$ cat src/ssd_bm_pkg.sv
// Shared types and constants for the SSD stereo block matcher.
package ssd_bm_pkg;

	localparam int PIX_W   = 8;
	localparam int COL_W   = 3 * PIX_W;
	localparam int CNT_W   = 9;
	localparam int WIDTH_W = 9;
	localparam int SRCH_W  = 6;
	localparam int DISP_W  = 6;
	localparam int XCOL_W  = 8;
	localparam int SQ_W    = 2 * PIX_W;
	localparam int SCORE_W = SQ_W + 4;
	localparam int CAND_W  = 6;
	localparam int FETCH_W = 7;
	localparam int CFG_IDX_W  = 1;
	localparam int CFG_DATA_W = 9;

	// Fixed limits of the band geometry
	localparam int MAX_WIDTH  = 256;
	localparam int MAX_SEARCH = 60;

	localparam logic [CNT_W-1:0]   COUNT_MAX    = 9'd511;
	localparam logic [WIDTH_W-1:0] WIDTH_RESET  = 9'd256;
	localparam logic [SRCH_W-1:0]  SEARCH_RESET = 6'd60;
	localparam logic [WIDTH_W-1:0] WIDTH_MIN    = 9'd4;

	// Configuration register indexes
	localparam logic [CFG_IDX_W-1:0] CFG_ROW_WIDTH  = 1'b0;
	localparam logic [CFG_IDX_W-1:0] CFG_MAX_SEARCH = 1'b1;

	typedef enum logic [1:0] {
		ST_IDLE,
		ST_RUN,
		ST_HOLD
	} ssd_state_t;

endpackage

$ cat src/stereo_ssd_block_match_core.sv
// Top level of the 3x3 SSD stereo block matcher with its shared scoring unit.
//
// Usage: the input channel (in_valid/in_ready) carries one image column per
// word: three reference pixels, three matched pixels and first_column, which
// restarts the column count at zero. After column c (2 <= c <= width-2) the
// block scores reference column x = c-2 against every right column s from
// max(0, x-search) to x and returns one word on the output channel
// (out_valid/out_ready): x-s of the best match, x, and last_in_row. A column
// with no result is taken and in_ready stays high.
// in_ready stays low while a column with a result is scored, so the block
// takes no new column before it is through with the last. One right column
// is read from the ring memory and one candidate is scored by a single 3x3
// square-and-sum unit per cycle. The output word sits in its own register,
// so the next column is taken while a result waits; a stalled receiver holds
// the block only once a second result is ready.
// Reset (arst_n low) clears the column count, the sequencer and the output
// valid, and sets the row width to 256 and the search to 60. The ring memory
// is not cleared; a band fed in order reads only columns it wrote.
// Write configuration (cfg_we) only while the block is idle.
module stereo_ssd_block_match_core
	import ssd_bm_pkg::*;
#(
	parameter int RING_DEPTH = 64
) (
	input  logic                  clk,
	input  logic                  arst_n,
	// configuration
	input  logic                  cfg_we,
	input  logic [CFG_IDX_W-1:0]  cfg_index,
	input  logic [CFG_DATA_W-1:0] cfg_data,
	// input column words
	input  logic                  in_valid,
	output logic                  in_ready,
	input  logic [PIX_W-1:0]      left_top,
	input  logic [PIX_W-1:0]      left_mid,
	input  logic [PIX_W-1:0]      left_bottom,
	input  logic [PIX_W-1:0]      right_top,
	input  logic [PIX_W-1:0]      right_mid,
	input  logic [PIX_W-1:0]      right_bottom,
	input  logic                  first_column,
	// result words
	output logic                  out_valid,
	input  logic                  out_ready,
	output logic [DISP_W-1:0]     disparity,
	output logic [XCOL_W-1:0]     column,
	output logic                  last_in_row
);

	localparam int RW = $clog2(RING_DEPTH);
	// Search is capped so the ring never wraps onto a column still needed
	localparam int SCAP0 = (MAX_SEARCH < RING_DEPTH - 3) ? MAX_SEARCH : RING_DEPTH - 3;
	localparam int SCAP  = (SCAP0 > 63) ? 63 : SCAP0;
	localparam int WCAP  = (MAX_WIDTH > 511) ? 511 : MAX_WIDTH;

	// Configuration registers
	logic [WIDTH_W-1:0] row_width_q;
	logic [SRCH_W-1:0]  max_search_q;

	// Column bookkeeping
	logic [CNT_W-1:0] cnt_q;
	logic [RW-1:0]    wp_q;
	logic [COL_W-1:0] lw_q [3];

	// Sequencer
	ssd_state_t         state_q, state_d;
	logic [RW-1:0]      rd_addr_q;
	logic [FETCH_W-1:0] fetch_left_q;
	logic [CAND_W-1:0]  nm1_q;
	logic [CAND_W-1:0]  cand_q;
	logic [XCOL_W-1:0]  xcol_q;
	logic               xlast_q;

	// Scoring pipeline
	logic [COL_W-1:0]   ring_mem [RING_DEPTH];
	logic               rv_s1;
	logic [COL_W-1:0]   rdata_s1;
	logic [COL_W-1:0]   win_q [2];
	logic [1:0]         fill_q;
	logic               sqv_s2;
	logic [SQ_W-1:0]    sq_s2 [9];
	logic               sv_s3;
	logic [SCORE_W-1:0] sum_s3;
	logic [SCORE_W-1:0] best_q;
	logic [CAND_W-1:0]  best_idx_q;

	// Output register
	logic               out_valid_q;
	logic [DISP_W-1:0]  disp_q;
	logic [XCOL_W-1:0]  col_q;
	logic               last_q;

	// Control strobes
	logic               accept;
	logic               fetch_en;
	logic               load_out;
	logic               last_cand;
	logic               win_full;

	// Per-column decode
	logic [CNT_W-1:0]   c_cur;
	logic [RW-1:0]      wp_cur;
	logic [WIDTH_W-1:0] w_eff;
	logic [SRCH_W-1:0]  sr_eff;
	logic               has_result;
	logic [CNT_W-1:0]   x_cur;
	logic [CAND_W-1:0]  nm1_cur;
	logic [RW-1:0]      back_off;
	logic [RW-1:0]      start_addr;

	// Scoring unit
	logic [COL_W-1:0]   rc [3];
	logic [SQ_W-1:0]    sq [9];
	logic [SCORE_W-1:0] sum;

	assign accept    = in_valid && in_ready;
	assign last_cand = sv_s3 && (cand_q == nm1_q);
	assign win_full  = rv_s1 && (fill_q >= 2'd2);

	// Next state
	always_comb begin
		state_d = state_q;
		unique case (state_q)
			ST_IDLE: begin
				if (accept && has_result)
					state_d = ST_RUN;
			end
			ST_RUN: begin
				if (last_cand)
					state_d = ST_HOLD;
			end
			ST_HOLD: begin
				if (!out_valid_q || out_ready)
					state_d = ST_IDLE;
			end
			default: state_d = ST_IDLE;
		endcase
	end

	// Sequencer outputs
	always_comb begin
		in_ready = 1'b0;
		fetch_en = 1'b0;
		load_out = 1'b0;
		unique case (state_q)
			ST_IDLE: in_ready = 1'b1;
			ST_RUN:  fetch_en = (fetch_left_q != '0);
			ST_HOLD: load_out = !out_valid_q || out_ready;
			default: ;
		endcase
	end

	// Decode the arriving column: position, effective width and search
	always_comb begin
		c_cur  = first_column ? '0 : cnt_q;
		wp_cur = first_column ? '0 : wp_q;

		w_eff = row_width_q;
		if (w_eff < WIDTH_MIN)
			w_eff = WIDTH_MIN;
		if (w_eff > WIDTH_W'(WCAP))
			w_eff = WIDTH_W'(WCAP);

		sr_eff = max_search_q;
		if (sr_eff > SRCH_W'(SCAP))
			sr_eff = SRCH_W'(SCAP);

		has_result = (c_cur >= CNT_W'(2)) && (c_cur <= w_eff - WIDTH_W'(2));
		x_cur      = c_cur - CNT_W'(2);
		nm1_cur    = (x_cur > CNT_W'(sr_eff)) ? sr_eff : CAND_W'(x_cur);

		// Ring slot of the lowest candidate: back off nm1+2 from column c
		back_off = RW'(nm1_cur) + RW'(2);
		if (wp_cur >= back_off)
			start_addr = wp_cur - back_off;
		else
			start_addr = RW'((RW+1)'(wp_cur) + (RW+1)'(RING_DEPTH) - (RW+1)'(back_off));
	end

	// Ring memory: write on accept, one registered read per cycle
	always_ff @(posedge clk) begin
		if (accept)
			ring_mem[wp_cur] <= {right_bottom, right_mid, right_top};
		if (fetch_en)
			rdata_s1 <= ring_mem[rd_addr_q];
	end

	// Right window as seen by the candidate now leaving memory
	always_comb begin
		rc[0] = win_q[0];
		rc[1] = win_q[1];
		rc[2] = rdata_s1;
		for (int k = 0; k < 3; k++) begin
			for (int r = 0; r < 3; r++) begin
				logic [PIX_W-1:0] a, b, d;
				a = lw_q[k][PIX_W*r +: PIX_W];
				b = rc[k][PIX_W*r +: PIX_W];
				d = (a > b) ? a - b : b - a;
				sq[3*k + r] = SQ_W'(d * d);
			end
		end
	end

	always_comb begin
		sum = '0;
		for (int i = 0; i < 9; i++)
			sum = sum + SCORE_W'(sq_s2[i]);
	end

	// Payload registers of the scoring pipeline
	always_ff @(posedge clk) begin
		if (rv_s1) begin
			win_q[0] <= win_q[1];
			win_q[1] <= rdata_s1;
		end
		if (win_full)
			sq_s2 <= sq;
		if (sqv_s2)
			sum_s3 <= sum;
	end

	// Control and state registers
	always_ff @(posedge clk or negedge arst_n) begin
		if (!arst_n) begin
			row_width_q   <= WIDTH_RESET;
			max_search_q  <= SEARCH_RESET;
			cnt_q         <= '0;
			wp_q          <= '0;
			state_q       <= ST_IDLE;
			rd_addr_q     <= '0;
			fetch_left_q  <= '0;
			nm1_q         <= '0;
			cand_q        <= '0;
			fill_q        <= '0;
			rv_s1         <= 1'b0;
			sqv_s2        <= 1'b0;
			sv_s3         <= 1'b0;
			out_valid_q   <= 1'b0;
		end else begin
			state_q <= state_d;

			if (cfg_we) begin
				unique case (cfg_index)
					CFG_ROW_WIDTH:  row_width_q  <= cfg_data;
					CFG_MAX_SEARCH: max_search_q <= cfg_data[SRCH_W-1:0];
					default: ;
				endcase
			end

			if (accept) begin
				cnt_q <= (c_cur < COUNT_MAX) ? c_cur + CNT_W'(1) : COUNT_MAX;
				wp_q  <= (wp_cur == RW'(RING_DEPTH - 1)) ? '0 : wp_cur + RW'(1);
				if (has_result) begin
					rd_addr_q    <= start_addr;
					fetch_left_q <= FETCH_W'(nm1_cur) + FETCH_W'(3);
					nm1_q        <= nm1_cur;
					cand_q       <= '0;
					fill_q       <= '0;
				end
			end

			// Advance the read pointer around the ring
			rv_s1 <= fetch_en;
			if (fetch_en) begin
				rd_addr_q    <= (rd_addr_q == RW'(RING_DEPTH - 1)) ? '0 : rd_addr_q + RW'(1);
				fetch_left_q <= fetch_left_q - FETCH_W'(1);
			end
			if (rv_s1 && fill_q != 2'd3)
				fill_q <= fill_q + 2'd1;

			sqv_s2 <= win_full;
			sv_s3  <= sqv_s2;

			if (sv_s3)
				cand_q <= cand_q + CAND_W'(1);

			if (load_out)
				out_valid_q <= 1'b1;
			else if (out_ready)
				out_valid_q <= 1'b0;
		end
	end

	// Compare stage, column bookkeeping and output payload
	always_ff @(posedge clk) begin
		if (accept) begin
			lw_q[0] <= lw_q[1];
			lw_q[1] <= lw_q[2];
			lw_q[2] <= {left_bottom, left_mid, left_top};
			xcol_q  <= x_cur[XCOL_W-1:0];
			xlast_q <= (x_cur == w_eff - WIDTH_W'(4));
		end
		// Strict less-than keeps the earliest candidate on a tie
		if (sv_s3 && (cand_q == '0 || sum_s3 < best_q)) begin
			best_q     <= sum_s3;
			best_idx_q <= cand_q;
		end
		if (load_out) begin
			disp_q <= DISP_W'(nm1_q - best_idx_q);
			col_q  <= xcol_q;
			last_q <= xlast_q;
		end
	end

	assign out_valid   = out_valid_q;
	assign disparity   = disp_q;
	assign column      = col_q;
	assign last_in_row = last_q;

`ifndef SYNTHESIS
	a_idle_drained: assert property (@(posedge clk) disable iff (!arst_n)
		(state_q == ST_IDLE) |-> (!rv_s1 && !sqv_s2 && !sv_s3))
		else $error("scoring pipeline busy while idle");

	a_cand_bound: assert property (@(posedge clk) disable iff (!arst_n)
		sv_s3 |-> (cand_q <= nm1_q))
		else $error("candidate count past search range");

	a_hold_no_fetch: assert property (@(posedge clk) disable iff (!arst_n)
		(state_q == ST_HOLD) |-> (fetch_left_q == '0))
		else $error("fetches left over at end of search");

	a_load_slot_free: assert property (@(posedge clk) disable iff (!arst_n)
		load_out |=> out_valid_q)
		else $error("result word lost");
`endif

endmodule
$ cat config.mk
export PLATFORM = sky130hd
export DESIGN_NAME = stereo_ssd_block_match_core
export DESIGN_NICKNAME = d
export VERILOG_FILES = /design/src/ssd_bm_pkg.sv /design/src/stereo_ssd_block_match_core.sv
export SDC_FILE = /design/constraint.sdc
export NUM_CORES = 2
export LEC_CHECK = 0
export BUFFER_PORTS_ARGS = -buffer_cell sky130_fd_sc_hd__buf_2
export CORE_ASPECT_RATIO = 0.5
export CORE_UTILIZATION = 38
export CTS_BUF_LIST = sky130_fd_sc_hd__clkbuf_16
export CTS_CLUSTER_SIZE = 25
export DETAILED_ROUTE_END_ITERATION = 10
export PLACE_DENSITY_LB_ADDON = 0.05
export SYNTH_ARGS = -nofsm -noshare
export SYNTH_HDL_FRONTEND = slang
export SYNTH_SLANG_ARGS = --single-unit
$ cat constraint.sdc
create_clock -name clk -period 6.5 [get_ports clk]
set_clock_uncertainty 0.15 [all_clocks]
set_input_delay 1.3 -clock clk [delete_from_list [all_inputs] [get_ports clk]]
set_output_delay 1.3 -clock clk [all_outputs]
set_load 0.005 [all_outputs]
**After elaboration in Yosys (flattened, before gate mapping)**

Memories as Yosys holds them, arrays and structs flattened. A register that Yosys moved wholly into a read port is not among the register bits.
Cells that the tools add are included.

- Memories kept: 3
- Output and inout bits: 17
- Input bits: 64
- Register bits: 277
- Memory bits (writable): 1656
- Word-level logic and storage cells: 185

- Bitwise operators: 1
- Add/sub/neg operators: 41
- Reduce and logical (&&, ||, !) cells: 27
- $mul: 9
- Multiplexer cells: 44
- Order comparisons: 19
- Equal/unequal tests: 10

Memories:

| name | words | width | rd ports | clocked after memory_dff | wr ports | line | source |
|---|---|---|---|---|---|---|---|
| ring_mem | 64 | 24 | 1 | 1 | 1 | stereo_ssd_block_match_core.sv:74 | `logic [COL_W-1:0] ring_mem [RING_DEPTH];` |
| lw_q | 3 | 24 | 3 | 0 | 3 | stereo_ssd_block_match_core.sv:62 | `logic [COL_W-1:0] lw_q [3];` |
| win_q | 2 | 24 | 2 | 0 | 2 | stereo_ssd_block_match_core.sv:77 | `logic [COL_W-1:0] win_q [2];` |

Operator list:

| operator | count |
|---|---|
| 8-bit by 8-bit multiplier with 16-bit output | 9 |
| 8-bit subtractor | 18 |
| 20-bit by 16-bit adder with 20-bit output | 4 |
| 8-bit greater-than comparator | 9 |
| 6-bit 2-to-1 mux | 12 |
| 8-bit 2-to-1 mux | 9 |
| 9-bit 2-to-1 mux | 4 |
| 6-bit by 1-bit adder with 6-bit output, second input constant | 4 |
| 7-bit 2-to-1 mux | 3 |
| 19-bit by 16-bit adder with 20-bit output | 1 |
| 20-bit less-than comparator | 1 |
| 18-bit by 16-bit adder with 19-bit output | 1 |
| 17-bit by 16-bit adder with 18-bit output | 1 |
| 6-bit subtractor | 3 |
| 9-bit by 2-bit subtractor with 9-bit output, second input constant | 2 |
| 16-bit by 16-bit adder with 17-bit output | 1 |
| 2-bit nonzero test | 7 |
| 6-bit == test, second input constant | 2 |
| 2-bit 2-to-1 mux | 6 |
| 2-bit AND reduction | 6 |
| 9-bit by 1-bit adder with 9-bit output, second input constant | 1 |
| 9-bit == test | 1 |
| 9-bit by 2-bit >= comparator with 1-bit output, second input constant | 1 |
| 9-bit by 6-bit greater-than comparator with 1-bit output | 1 |
| other kinds (26) | 44 |

**Logic depth before layout (Yosys ltp)**

- Word-level depth: 10
- Gate-level depth with buffers: 33

**Worst setup path after synthesis**

Ideal clock, no wire load.

- Path type: register to register
- From: memory lw_q[0][32] (netlist bit)
- To: register sq_s2[79] (netlist bit), data pin
- Buffers on the path: 0
- Data arrival time: 6528 ps
- Clock period less this slack: 6937 ps
- Slack: -437 ps
- Cell stages (with the launch flop): 28
- Path through: edfxtp_1 -> inv_1 -> ha_1 -> inv_1 -> fa_1 -> a21o_1 -> a21o_1 -> a31oi_1 -> o21ai_1 -> mux2_1 -> a31o_2 -> a311o_1 -> xnor2_4 -> or2_2 -> fa_1 -> inv_1 -> fa_1 -> fa_1 -> inv_1 -> fa_1 -> inv_1 -> ha_1 -> nor2b_1 -> o21a_1 -> nor3_1 -> nor2_1 -> o41a_1 -> xor2_1

RTL lines:

| item | line | source |
|---|---|---|
| start, declared | stereo_ssd_block_match_core.sv:62 |  |
| end signal, assigned | stereo_ssd_block_match_core.sv:216 | `sq_s2 <= sq;` |
| end, declared | stereo_ssd_block_match_core.sv:80 | `logic [SQ_W-1:0] sq_s2 [9];` |

==> flow_summary_export.csv <==
group,metric,value,unit
routing,routedWlPerCell,24.1,µm
synth,syn-cell-area,96700,µm²
synth,synth.top_cell.area_share,58.6,%
flow_run,maxCapViolCount,0,
final_layout,area_growth,18.4,%
routing,first_pass_iters,6,
routing,dr_wl_met2,119000,µm
sta,tightest_slew,1.25,ns
routing,topRoutingLayerUsed,"met4",
routing,vias,52700,
place,gp_congestion,0.831,
sta,finalCritPeriodShare,104,%
floorplanning,start_util,38.4,%
routing,drc,0,
outcome,violations,"setup timing",
floorplanning,coreArea,252000,µm²
final_layout,layout_commonest_cell,"edfxtp_1",
clock_tree,cts-root-buf,"clkbuf_16",
sta,fin_setup_tns,-1.73,ns
floorplanning,dieArea,257000,µm²
setup_path,cp_slowest_cell,"fa_1",
routing,m1WireLength,115000,µm
clock_tree,cts_buffer_depth,4,
setup_path,worstPathRequired,6.87,ns
synth,synth.largest_area_cell,"edfxtp_1",
global_routing,grt_max_degree,103,
final_layout,layout.cells.most_common_list,"edfxtp_1 (1885), inv_1 (712), buf_4 (658), mux4_2 (504), ha_1 (451)",
final_layout,drive_gt1_share,29.5,%
global_routing,grt_pass1_wl,369000,µm
place,dpl.hpwl,163000,µm
sta,hold_violations,0,
floorplanning,die_w,715,µm
final_layout,final_cell_count_no_fill,10300,
clock_tree,cts_buffers,192,
hold_path,hp-class,"reg2reg",
setup_path,crit_arrival,7.14,ns
global_routing,grt_pass1_vias,56000,
sta,clock.fmax,148,MHz
global_routing,grt-ovfl-total,0,
sta,relSlewSlack,16.4,%
place,place_inst,9838,
sta,fin_ws,-0.267,ns
clock_tree,tritoncts,"done",
global_routing,antenna_found_initial,34,
synth,avgSynthCellArea,16.3,µm²
synth,ys_ff_latch,1948,
routing,viasPerCell,5.13,
floorplanning,pin_count,81,
setup_path,criticalPathCategory,"reg2reg",
synth,synth_warnings,0,
clock_tree,clkTransAtPathRegs,0.06,ns
setup_path,crit_path_start_kind,"flop",
clock_tree,cts_sinks,1948,
synth,netlist_instances,5934,
floorplanning,fp.dieH,359,µm
routing,routed_wl,247000,µm
floorplanning,rows,130,
synth,ys_types,89,
synth,ys_seq_area_share,60.2,%
clock_tree,clkLatencyLatePin,0.86,ns
routing,drt_iter0_drc,4078,
routing,ant_nets,0,
final_layout,nets,7636,
synth,synth_area_leaders,"edfxtp_1 (59%), mux4_2 (12%), fa_1 (7.2%)",
synth,synth_edf_count,1885,
outcome,status,"complete, but fails checks",
setup_path,critPathMaxFanout,4,
place,port_buffers,80,
synth,synthFlopType,"edfxtp_1",
clock_tree,htreeDepth,4,
synth,async_flop_share,3.23,%
setup_path,end_kind,"flop",
sta,rsz0062_at_grt,"yes",
setup_path,cpPeakStageDelay,0.49,ns
sta,final.min_clock_period,6.77,ns
sta,setup_viol,15,
global_routing,track_usage,19.4,%
sta,drv_slew,0,
routing,dr_wl_met3,9980,µm
clock_tree,cts.hold.buffers_added,0,
[metrics by stage]
step | setup slack [ns] | hold slack (ns) | instance area (µm²) | utilization [%]
global route | -0.566 | 0.285 | 114000 | 45.4
finish | -0.267 | 0.268 | 114000 | 45.4
floorplan | -0.0886 | 0.250 | 97200 | -
global placement | -0.395 | 0.253 | 106000 | 42.2
detailed placement | -0.384 | 0.255 | 106000 | 42.2
CTS | -0.260 | 0.269 | 113000 | 45.0
[kinds of logic (layout without fill, tap and decap cells)]
logic type               after synthesis  count (layout)  synth area share (%)
AND/OR/NAND/NOR                      873             873                  4.16
flip-flops                          1948            1948                  60.2
adder cells (fa/ha/maj)              833             833                  13.5
XOR/XNOR                             255             255                  2.40
buffers and inverters                902            1846                  3.53
other                                  2              16               0.00777
multiplexers                         586             586                  12.6
AO/OA/AOI/OAI                        535             535                  3.58
[cell type report]
type | count | area [µm²]
well taps | 3366 | 4210
clock inverters | 141 | 1210
clock buffers | 196 | 4900
inverters | 730 | 2740
repair buffers | 779 | 5960
multi-input cells | 3088 | 37200
diodes | 10 | 25.0
flip-flops and latches | 1948 | 58200
fillers | 22000 | 138000
[worst max-delay path, delay by kind of cell, from the launching register on]
kind / cells / cell delay [ns]
compound gates: 11 / 2.13
mux: 1 / 0.13
simple gates: 3 / 0.45
buf+inv: 6 / 0.51
flops: 1 / 0.38
xor+xnor: 1 / 0.16
fa+ha+maj: 7 / 2.57
[sequential cells by signal (all words and copies together), names as in the netlist, 7 cells and up]
signal and count:
best_q 20, cnt_q 9, column 8, fetch_left_q 7, lw_q 72, rdata_s1 24
ring_mem 1536, row_width_q 9, sq_s2 135, sum_s3 20, win_q 48, xcol_q 8
[final timing paths]
check | from | end | slack, ns | depth (start not counted)
max | lw_q[0][24]$_DFFE_PP_ | sq_s2[95]$_DFFE_PP_ | -0.27 | 29
min | xcol_q[7]$_DFFE_PP_ | column[7]$_DFFE_PP_ | 0.27 | 0
max reg2reg | lw_q[0][24]$_DFFE_PP_ | sq_s2[95]$_DFFE_PP_ | -0.27 | 29
min reg2reg | xcol_q[7]$_DFFE_PP_ | column[7]$_DFFE_PP_ | 0.27 | 0
max in group asynchronous | arst_n | rd_addr_q[0]$_DFFE_PN0P_ | 5.01 | 1
min in group asynchronous | arst_n | cnt_q[7]$_DFFE_PN0P_ | 0.41 | 1
[layer usage]
layer | global-route usage [%] | up-vias
met1 | 27.8 | 27800
met2 | 32.4 | 932
met4 | 2.96 | 0
met5 | 0 | -
met3 | 2.48 | 265
li1 | - | 23700
[synth_stat cells (all sizes together) (34+ instances only)]
cell	n
nor2	455
nand3	38
a21oi	168
edfxtp	1885
buf	45
mux2	34
fa	350
mux2i	48
mux4	504
inv	729
o21ai	99
nand2	89
nor3	74
nand2b	42
o21a	39
nor2b	52
clkbuf	127
xor2	67
a21o	70
xnor2	188
dfrtp	58
or2	40
ha	483
[what timing repair did]
item,in CTS,in global routing
buffers inserted,43,36
gates resized for setup,149,167
pin swaps,100,83
setup endpoints to repair,32,47
cloned,0,0
Power is not shown: default switching activity piles up to over one toggle a cycle in this logic, so the estimate is an artifact.
